### config.mk
export PLATFORM = sky130hd
export DESIGN_NAME = pid_controller_dual_form_unit
export DESIGN_NICKNAME = d
export VERILOG_FILES = /design/src/design/pidc_pkg.sv /design/src/design/pid_controller_dual_form_unit.sv
export SDC_FILE = /design/constraint.sdc
export NUM_CORES = 2
export LEC_CHECK = 0
export ABC_AREA = 1
export BUFFER_PORTS_ARGS = -buffer_cell sky130_fd_sc_hd__buf_2
export CELL_PAD_IN_SITES_DETAIL_PLACEMENT = 1
export CELL_PAD_IN_SITES_GLOBAL_PLACEMENT = 2
export CORE_UTILIZATION = 37
export DETAILED_ROUTE_END_ITERATION = 6
export PLACE_DENSITY = 0.78
export SLEW_MARGIN = 30
export SYNTH_ARGS = -nofsm -noshare
export SYNTH_HDL_FRONTEND = slang
export SYNTH_SLANG_ARGS = --single-unit
export TNS_END_PERCENT = 100
### constraint.sdc
create_clock -name clk_i -period 18.8 [get_ports clk_i]
set_input_delay 1.88 -clock clk_i [delete_from_list [all_inputs] [get_ports clk_i]]
set_output_delay 1.88 -clock clk_i [all_outputs]
set_load 0.02 [all_outputs]
### src/design/pidc_pkg.sv
// pidc_pkg: shared types and constants of the dual form pid controller
// holds field widths, reset values and register, form and clamp codes
// no dependencies
package pidc_pkg;

  localparam int unsigned GAIN_WIDTH        = 16;
  localparam int unsigned DRIVE_WIDTH       = 16;
  localparam int unsigned HIT_WIDTH         = 2;
  localparam int unsigned CFG_IDX_WIDTH     = 3;
  localparam int unsigned CFG_DATA_WIDTH    = 16;
  localparam int unsigned SAMPLE_WIDTH_DEF  = 16;
  localparam int unsigned GAIN_FRAC_DEF     = 8;
  localparam int unsigned ACC_WIDTH_DEF     = 40;
  localparam logic [DRIVE_WIDTH-1:0] DRIVE_LIMIT_RESET = DRIVE_WIDTH'(16000);

  // configuration register indexes
  typedef enum logic [CFG_IDX_WIDTH-1:0] {
    CFG_PID_FORM    = 3'd0,
    CFG_GAIN_P      = 3'd1,
    CFG_GAIN_I      = 3'd2,
    CFG_GAIN_D      = 3'd3,
    CFG_DRIVE_LIMIT = 3'd4
  } cfg_idx_e;

  // controller form
  typedef enum logic {
    FORM_INCREMENTAL = 1'b0,
    FORM_POSITIONAL  = 1'b1
  } pid_form_e;

  // clamp status of a result
  typedef enum logic [HIT_WIDTH-1:0] {
    HIT_NONE  = 2'd0,
    HIT_LIMIT = 2'd1,
    HIT_ZERO  = 2'd2
  } limit_hit_e;

endpackage

### src/design/pid_controller_dual_form_unit.sv
// pid_controller_dual_form_unit: top level of the dual form pid controller
// one input register, single pass gain arithmetic and clamp, one result register
// depends on pidc_pkg
//
//  channel   direction  handshake               payload
//  -------   ---------  ---------------------   -------------------------
//  cfg       in         cfg_we_i                cfg_idx_i, cfg_wdata_i
//  in        in         in_valid_i/in_ready_o   setpoint_i, measured_i
//  out       out        out_valid_o/out_ready_i drive_o, limit_hit_o
//
// a transaction is taken into the input register and its result is registered in
// the result register when it advances; one transaction per cycle is sustained while
// out_ready_i is high; the path between is three gain multipliers feeding one
// three-input add, a shift, the base add and the clamp compare
// reset clears the valid flags, the gains and the loop state; drive_limit resets to 16000
// a stalled result holds in the result register while the input register keeps
// its transaction; in_ready_o drops only when both are full and out_ready_i is low
module pid_controller_dual_form_unit
  import pidc_pkg::*;
#(
  parameter int unsigned SAMPLE_WIDTH   = SAMPLE_WIDTH_DEF,
  parameter int unsigned GAIN_FRAC_BITS = GAIN_FRAC_DEF,
  parameter int unsigned ACC_WIDTH      = ACC_WIDTH_DEF
) (
  input  logic                           clk_i,
  input  logic                           rst_ni,
  // configuration write port
  input  logic                           cfg_we_i,
  input  logic [CFG_IDX_WIDTH-1:0]       cfg_idx_i,
  input  logic [CFG_DATA_WIDTH-1:0]      cfg_wdata_i,
  // control samples
  input  logic                           in_valid_i,
  output logic                           in_ready_o,
  input  logic signed [SAMPLE_WIDTH-1:0] setpoint_i,
  input  logic signed [SAMPLE_WIDTH-1:0] measured_i,
  // drive results
  output logic                           out_valid_o,
  input  logic                           out_ready_i,
  output logic [DRIVE_WIDTH-1:0]         drive_o,
  output logic [HIT_WIDTH-1:0]           limit_hit_o
);

  // error, operand, product and sum widths
  localparam int unsigned EW  = SAMPLE_WIDTH + 1;             // error
  localparam int unsigned DW  = SAMPLE_WIDTH + 3;             // second difference
  localparam int unsigned PW  = GAIN_WIDTH + DW;              // gain product
  localparam int unsigned MW  = (ACC_WIDTH > PW) ? ACC_WIDTH : PW;
  localparam int unsigned SW  = MW + 2;                       // three-term sum
  localparam int unsigned VW  = SW + 1;                       // with last drive

  // configuration registers
  pid_form_e                     pid_form_q;
  logic signed [GAIN_WIDTH-1:0]  gain_p_q, gain_i_q, gain_d_q;
  logic [DRIVE_WIDTH-1:0]        drive_limit_q;

  // input register
  logic                          in_valid_q;
  logic signed [SAMPLE_WIDTH-1:0] setpoint_q, measured_q;

  // loop state
  logic signed [EW-1:0]          error_prev_q, error_prev_prev_q;
  logic signed [ACC_WIDTH-1:0]   integral_q, integral_d;
  logic [DRIVE_WIDTH-1:0]        last_drive_q;

  // result register
  logic                          out_valid_q;
  logic [DRIVE_WIDTH-1:0]        drive_q, drive_d;
  limit_hit_e                    hit_q, hit_d;

  logic                          advance;

  // datapath
  logic signed [EW-1:0]          err0;
  logic signed [DW-1:0]          diff1, diff2, op_p, op_d, op_i;
  logic signed [PW-1:0]          prod_p, prod_i, prod_d;
  logic signed [SW-1:0]          integ_sum, integ_ext, term_c, sum_all, sum_shr;
  logic                          integ_ovf;
  logic signed [VW-1:0]          base, value, limit_ext;

  //--------------------------------------------------------------------------
  // handshake: the input register moves on whenever the result register is
  // free or is being emptied in the same cycle
  //--------------------------------------------------------------------------
  assign advance     = in_valid_q && (!out_valid_q || out_ready_i);
  assign in_ready_o  = !in_valid_q || advance;
  assign out_valid_o = out_valid_q;
  assign drive_o     = drive_q;
  assign limit_hit_o = hit_q;

  //--------------------------------------------------------------------------
  // configuration writes, out-of-range indexes fall through
  //--------------------------------------------------------------------------
  always_ff @(posedge clk_i or negedge rst_ni) begin
    if (!rst_ni) begin
      pid_form_q    <= FORM_INCREMENTAL;
      gain_p_q      <= '0;
      gain_i_q      <= '0;
      gain_d_q      <= '0;
      drive_limit_q <= DRIVE_LIMIT_RESET;
    end else if (cfg_we_i) begin
      case (cfg_idx_e'(cfg_idx_i))
        CFG_PID_FORM:    pid_form_q    <= pid_form_e'(cfg_wdata_i[0]);
        CFG_GAIN_P:      gain_p_q      <= $signed(cfg_wdata_i[GAIN_WIDTH-1:0]);
        CFG_GAIN_I:      gain_i_q      <= $signed(cfg_wdata_i[GAIN_WIDTH-1:0]);
        CFG_GAIN_D:      gain_d_q      <= $signed(cfg_wdata_i[GAIN_WIDTH-1:0]);
        CFG_DRIVE_LIMIT: drive_limit_q <= cfg_wdata_i[DRIVE_WIDTH-1:0];
        default: ;
      endcase
    end
  end

  //--------------------------------------------------------------------------
  // error terms
  //--------------------------------------------------------------------------
  assign err0  = EW'(setpoint_q) - EW'(measured_q);
  assign diff1 = DW'(err0) - DW'(error_prev_q);
  assign diff2 = DW'(err0) - (DW'(error_prev_q) <<< 1) + DW'(error_prev_prev_q);

  // the multipliers are shared by both forms, only their operands change:
  // incremental  p*(e0-e1) + i*e0 + d*(e0-2e1+e2)
  // positional   p*e0 + i*e0 (into the integral) + d*(e0-e1)
  always_comb begin
    op_i = DW'(err0);
    if (pid_form_q == FORM_POSITIONAL) begin
      op_p = DW'(err0);
      op_d = diff1;
    end else begin
      op_p = diff1;
      op_d = diff2;
    end
  end

  assign prod_p = gain_p_q * op_p;
  assign prod_i = gain_i_q * op_i;
  assign prod_d = gain_d_q * op_d;

  //--------------------------------------------------------------------------
  // saturating integral: overflow when the bits above the accumulator's sign
  // bit disagree with the sign of the exact sum
  //--------------------------------------------------------------------------
  assign integ_sum = SW'(integral_q) + SW'(prod_i);
  assign integ_ovf = (integ_sum[SW-1:ACC_WIDTH-1] != {(SW-ACC_WIDTH+1){1'b0}})
                  && (integ_sum[SW-1:ACC_WIDTH-1] != {(SW-ACC_WIDTH+1){1'b1}});

  always_comb begin
    if (integ_ovf) begin
      integral_d = {integ_sum[SW-1], {(ACC_WIDTH-1){!integ_sum[SW-1]}}};
    end else begin
      integral_d = integ_sum[ACC_WIDTH-1:0];
    end
  end

  assign integ_ext = SW'(integral_d);

  //--------------------------------------------------------------------------
  // sum, floor shift and the incremental base
  //--------------------------------------------------------------------------
  assign term_c  = (pid_form_q == FORM_POSITIONAL) ? integ_ext : SW'(prod_i);
  assign sum_all = SW'(prod_p) + SW'(prod_d) + term_c;
  assign sum_shr = sum_all >>> GAIN_FRAC_BITS;

  assign base      = (pid_form_q == FORM_POSITIONAL) ? '0
                     : VW'($signed({1'b0, last_drive_q}));
  assign value     = VW'(sum_shr) + base;
  assign limit_ext = VW'($signed({1'b0, drive_limit_q}));

  // clamp to zero .. drive_limit
  always_comb begin
    if (value > limit_ext) begin
      drive_d = drive_limit_q;
      hit_d   = HIT_LIMIT;
    end else if (value[VW-1]) begin
      drive_d = '0;
      hit_d   = HIT_ZERO;
    end else begin
      drive_d = value[DRIVE_WIDTH-1:0];
      hit_d   = HIT_NONE;
    end
  end

  //--------------------------------------------------------------------------
  // control registers and loop state
  //--------------------------------------------------------------------------
  always_ff @(posedge clk_i or negedge rst_ni) begin
    if (!rst_ni) begin
      in_valid_q        <= 1'b0;
      out_valid_q       <= 1'b0;
      error_prev_q      <= '0;
      error_prev_prev_q <= '0;
      integral_q        <= '0;
      last_drive_q      <= '0;
    end else begin
      if (in_ready_o) begin
        in_valid_q <= in_valid_i;
      end
      if (advance) begin
        out_valid_q <= 1'b1;
      end else if (out_ready_i) begin
        out_valid_q <= 1'b0;
      end
      if (advance) begin
        error_prev_prev_q <= error_prev_q;
        error_prev_q      <= err0;
        last_drive_q      <= drive_d;
        if (pid_form_q == FORM_POSITIONAL) begin
          integral_q <= integral_d;
        end
      end
    end
  end

  // payload registers
  always_ff @(posedge clk_i) begin
    if (in_ready_o && in_valid_i) begin
      setpoint_q <= setpoint_i;
      measured_q <= measured_i;
    end
    if (advance) begin
      drive_q <= drive_d;
      hit_q   <= hit_d;
    end
  end

endmodule
-- Word-level counts from Yosys, hierarchy flattened
Cells that the tools add are included.
- flip-flop bits (word level): 207
- bits in latches: 0
- RAM bits: 0
- ROM bits: 0
- input port bits: 56
- output and inout port bits: 20
- logic and storage cells: 59
- memories: 0
- add/sub/neg operators: 8
- $mul: 3
- divide/modulo/power cells: 0
- magnitude comparators: 1
- equal/unequal tests: 5
- shift operators: 0
- multiplexer cells: 10
- bitwise logic cells: 0
- reduce and logical (&&, ||, !) cells: 17
- operators by type and width (cell ; number):
    $mul A16 B19 Y35 ; 2
    $mux W16 ; 3
    $add A36 B42 Y42 ; 1
    $mux W42 ; 1
    $add A40 B33 Y41 ; 1
    $mux W40 ; 1
    $mux W19 ; 2
    $add A35 B35 Y36 ; 1
    $add A34 B17 Y35 ; 1
    $gt A35 B17 Y1 ; 1
    $mul A16 B17 Y33 ; 1
    $add A19 B17 Y19 ; 1
    $sub A17 B18 Y19 ; 1
    $sub A17 B17 Y18 ; 1
    $sub A16 B16 Y17 ; 1
    $reduce_and A2 Y1 ; 6
    $eq A3 B2 Y1 const B ; 2
    $eq A3 B1 Y1 const B ; 1
    $eq A3 B3 Y1 const B ; 1
    $logic_and A1 B1 Y1 ; 3
    $logic_not A1 Y1 ; 3
    $logic_not A3 Y1 ; 1
    $ne A3 B3 Y1 const B ; 1
    $reduce_bool A3 Y1 ; 1
    other kinds (4) ; 6

-- Logic depth before layout (Yosys ltp)
- word-level depth: 11
- depth in mapped cells: 115
- mapped depth without buffers: 111

-- Least setup slack after synthesis
No wires, ideal clock.
- path type: register to register
- start: register measured_q[0]
- end: register drive_q[10] (netlist: drive_o[10]) (data pin)
- setup time: 255 ps
- arrival: 18622 ps
- data required time: 18545 ps
- setup slack: -77 ps
- cell stages (with the launch flop): 103
- buffers on the path: 4
- clock period less this slack: 18877 ps
- path through: edfxtp_1 ha_1 fa_1 nand3b_1 nand2_1 a21oi_1 o21ai_1 nand2_1 nand2_1 nand2_1 nand2_1 nand2_1 nand2_1 a21oi_1 inv_1 or2_2 nand2_1 inv_1 [... 67 more ...] a21oi_1 o21ai_0 a21oi_1 o31ai_1 nand4_1 o211ai_1 a21oi_1 nand2_1 nor2_1 nand2_1 nor2_1 nand2_1 inv_1 nand2_1 nand3_4 buf_12 nand2_2 and2_1
- cells in the longest elaborated chain, start to end: 11
- elaborated cells on any way between the ends: 22
- classes of those cells: 8 x add/sub; 3 x mul; 1 x order compare; 1 x eq/ne; 6 x mux; 3 x reduce/logical
- RTL lines (what ; line ; source):
    from (decl) ; pid_controller_dual_form_unit.sv:58 ; logic signed [SAMPLE_WIDTH-1:0] setpoint_q, measured_q;
    from (signal assigned) ; pid_controller_dual_form_unit.sv:216 ; measured_q <= measured_i;
    $sub A16 B16 Y17 * ; pid_controller_dual_form_unit.sv:115 ; assign err0 = EW'(setpoint_q) - EW'(measured_q);
    net err0[10] ; pid_controller_dual_form_unit.sv:73 ; logic signed [EW-1:0] err0;
    parallel branches: the longest is 6 deep, another holds $add A35 B35 Y36 ; n/a ;
    $add A36 B42 Y42 * ; pid_controller_dual_form_unit.sv:159 ; assign sum_all = SW'(prod_p) + SW'(prod_d) + term_c;
    $add A34 B17 Y35 * ; pid_controller_dual_form_unit.sv:164 ; assign value = VW'(sum_shr) + base;
    $gt A35 B17 Y1 / $mux W16 (equally long branches) ; pid_controller_dual_form_unit.sv:169, pid_controller_dual_form_unit.sv:172 ;
    $mux W16 * ; pid_controller_dual_form_unit.sv:169 ; if (value > limit_ext) begin
    net drive_d[10] ; pid_controller_dual_form_unit.sv:67 ; logic [DRIVE_WIDTH-1:0] drive_q, drive_d;
    to (signal assigned) ; pid_controller_dual_form_unit.sv:219 ; drive_q <= drive_d;
    to (decl) ; pid_controller_dual_form_unit.sv:67 ;
Mark *: on every way through the listed nets, which the timed path passes.
A chain may end at the register's enable or synchronous reset.

-- Final worst setup path
Same ends and word-level chain as after synthesis.

==> parameters.txt <==
Parameter                              Value

Global routing
  Total routing resource utilization after global routing ... 0.298
  Maximum number of pins on one net before global-route repair ... 76
  GRT overflow ... 0
  Antenna violations before repair ... 8
  Via count of the first global-routing pass ... 50100
  Global-route wire length before repair ... 313000 um

Floorplan
  Die area ... 140000 um^2
  Initial Util ... 0.373
  Site row count ... 136
  Num ports ... 76
  Core Footprint ... 138000 um^2
  DIE HEIGHT ... 375 um
  Die Wd ... 375 um

Hold path
  Number of stages on the worst hold path ... 2
  Class of the tightest hold or removal check ... reg -> reg
  Source of the worst hold timing path ... last_drive_q[13]$_DFFE_PN0P_
  Destination of the worst hold path ... last_drive_q[13]$_DFFE_PN0P_

Finish
  Ratio of cells with drive above 1 in the final layout ... 0.220
  Regs by FF count ... integral_q (40), error_prev_prev_q (17), error_prev_q (17)
  NumNets Final ... 8596
  Max reg flops ... 40
  Synthesis-to-layout area growth ... 24.2%
  Biggest register ... integral_q

Synth
  Post-Syn Area ... 51400 um^2
  Async set-or-reset flop fraction in the synthesized netlist ... 0.758
  Share of synthesized area occupied by flip-flops and latches ... 0.106
  EDFF count, synth ... 50
  Number of flip-flops and latches in the synthesized netlist ... 207
  Leading register cell type out of synthesis ... sky130_fd_sc_hd__dfrtp_1
  Number of instances in the synthesized netlist ... 6364
  Yosys warns ... 0
  Count of cell types in the netlist ... 53
  Mapped Nets ... 7851
  Synth Area per Inst ... 8.08 um^2

Placed design
  Number of buffers inserted by port buffering ... 75
  Weighted congestion at the end of routability-driven global placement ... 0.991
  Estimated wirelength of the detail-placed design ... 173000 um

Drt
  Total Wirelength ... 206000 um
  Post-DR vias/cell ... 5.05
  Initial DRC Count ... 3032
  Detailed Routing Iterations Pass 1 ... 5
  Residual DRC ... 0
  DRT antenna net count ... 0
  Total number of vias ... 45100
  Post-detailed-route wirelength per cell ... 23.1 um

Clock network
  Clock sink count ... 207
  Source-to-sink clock delay at the later pin of the worst-skew pair ... 0.64 ns
  Clock edge transition at the registers on the reported setup and hold paths ... 0.06 ns
  Clock tree from TritonCTS ... yes
  Clk root buf ... sky130_fd_sc_hd__clkbuf_16
  Buffer levels on the longest clock path ... 3
  H-tree levels ... 1
  Inserted Clock Buffers ... 31
  Count of hold buffers inserted by post-cts repair ... 0

Critical path
  Most common cell type on the critical path ... sky130_fd_sc_hd__nand2_1
  Worst flop-to-flop path endpoint ... drive_o[10]$_DFFE_PP_
  Worst endpoint data arrival time ... 19.38 ns
  Reg2reg setup slack ... -0.19 ns
  Reg2reg path depth ... 108
  Kind of critical path ... reg -> reg
  Crit-path slowest cell ... sky130_fd_sc_hd__fa_1
  CP endpoint kind ... flip-flop
  Required arrival time at the worst endpoint ... 19.19 ns
  Crit-path max FO ... 8
  FF-to-FF Start ... measured_q[0]$_DFFE_PP_
  Max incr delay on CP ... 0.59 ns
  Startpoint class of the critical path ... flip-flop

Run
  Max-Cap Viols ... 0

STA
  Total count of max-transition violations in the final report ... 0
  Final cycle utilization of the critical path ... 1.01
  Setup skew after layout ... 0.0138 ns
  Max Fclk ... 52.7 MHz
  Worst Tran Pin Value ... 1.06 ns
  Setup_tns ... -4.11 ns
  RSZ-0062 raised after global routing ... true
  Minimum hold slack ... 0.472 ns
  Setup-failing EPs final ... 33
  Final Hold Viols ... 0
  Max-Slew Margin vs Limit ... 0.295
  Min Clock Period, post-route ... 18.99 ns
  Final worst slack ... -0.189 ns

Status
  Failing checks ... setup timing
  Status ... complete, but fails checks
[per-stage QoR]
stage                     area, um^2  instances  worst slack [ns]   util
after floorplan                51400       6364            0.0336      -
after global placement         58700       8759             -1.20  0.426
after detailed placement       58700       8759             -1.56  0.427
after CTS                      61800       8890            -0.214  0.449
after global routing           63900       8928             -1.07  0.464
final                          63900       8930            -0.189  0.464
[timing repair]
| item | CTS | global route |
|---|---|---|
| pin swaps | 78 | 286 |
| resized for setup | 320 | 422 |
| buffers inserted | 73 | 48 |
| setup endpoints to repair | 34 | 34 |
| gates cloned | 2 | 1 |
[routing by layer]
layer,up-vias,wire (um),track usage
met5,-,11,0
met4,2,6680,0.0742
met3,240,14800,0.0572
met2,1163,95100,0.482
met1,23500,89700,0.410
li1,20200,-,-
[Yosys cell counts (21+ instances only)]
cell                          n  area (um^2)
sky130_fd_sc_hd__xnor2_1     41          359
sky130_fd_sc_hd__nor3_1      22          110
sky130_fd_sc_hd__nand2_2     31          194
sky130_fd_sc_hd__a21oi_1    205         1030
sky130_fd_sc_hd__inv_1     1608         6040
sky130_fd_sc_hd__nand4_1     22          138
sky130_fd_sc_hd__ha_1       361         4520
sky130_fd_sc_hd__nor2_1     505         1900
sky130_fd_sc_hd__edfxtp_1    50         1500
sky130_fd_sc_hd__nand2_1   1378         5170
sky130_fd_sc_hd__dfrtp_1    151         3780
sky130_fd_sc_hd__xor2_1      73          639
sky130_fd_sc_hd__nand3_1    162          811
sky130_fd_sc_hd__nand3_2     21          210
sky130_fd_sc_hd__o21ai_0    278         1390
sky130_fd_sc_hd__clkinv_1    24         90.1
sky130_fd_sc_hd__clkbuf_1   145          544
sky130_fd_sc_hd__o21ai_1     22          110
sky130_fd_sc_hd__fa_1      1070        21400
[worst max-delay path by stage]
stage	start	to	depth (start not counted)
3_3_place_gp	measured_q[0]$_DFFE_PP_	drive_o[3]$_DFFE_PP_	99
4_1_cts	measured_q[0]$_DFFE_PP_	drive_o[5]$_DFFE_PP_	110
5_1_grt	measured_q[2]$_DFFE_PP_	drive_o[15]$_DFFE_PP_	110
2_1_floorplan	setpoint_q[2]$_DFFE_PP_	drive_o[10]$_DFFE_PP_	103
6_report	measured_q[0]$_DFFE_PP_	drive_o[10]$_DFFE_PP_	108
3_5_place_dp	measured_q[0]$_DFFE_PP_	drive_o[14]$_DFFE_PP_	99
[placed cells by master, fill, tap and decap left out, types with 108 or more instances in the layout]
cell type and instances:
sky130_fd_sc_hd__fa_1 1037, sky130_fd_sc_hd__nand2_2 108, sky130_fd_sc_hd__buf_4 756, sky130_fd_sc_hd__nand2_1 1269, sky130_fd_sc_hd__nand3_1 123, sky130_fd_sc_hd__a21oi_1 144, sky130_fd_sc_hd__dfrtp_1 150, sky130_fd_sc_hd__inv_1 1546
sky130_fd_sc_hd__o21ai_0 227, sky130_fd_sc_hd__nor2_1 450, sky130_fd_sc_hd__ha_1 298
[cells by family after synthesis]
| group | Yosys count | synth area share |
|---|---|---|
| simple gates | 2204 | 0.175 |
| buf+inv | 1820 | 0.134 |
| fa+ha+maj | 1431 | 0.505 |
| compound gates | 588 | 0.0616 |
| flops | 207 | 0.106 |
| xor+xnor | 114 | 0.0194 |
[critical path, delay by kind of cell (launching register included)]
kind	cells	cell delay, ns
fa+ha+maj	22	8.72
buf+inv	24	2.75
xor+xnor	4	0.86
compound gates	18	2.42
flops	1	0.41
simple gates	40	3.51
[cell type report]
class | instances | area [um^2]
clock inverters | 23 | 238
diodes | 2 | 5.00
flip-flops and latches | 207 | 5440
fillers | 16400 | 73800
inverters | 1643 | 6210
multi-input cells | 4337 | 42000
clock buffers | 35 | 801
well taps | 1794 | 2240
repair buffers | 889 | 6920
Power is left out: the tool's default activity adds up to more than one toggle a clock period on the data nets, which glitch-free logic cannot reach.
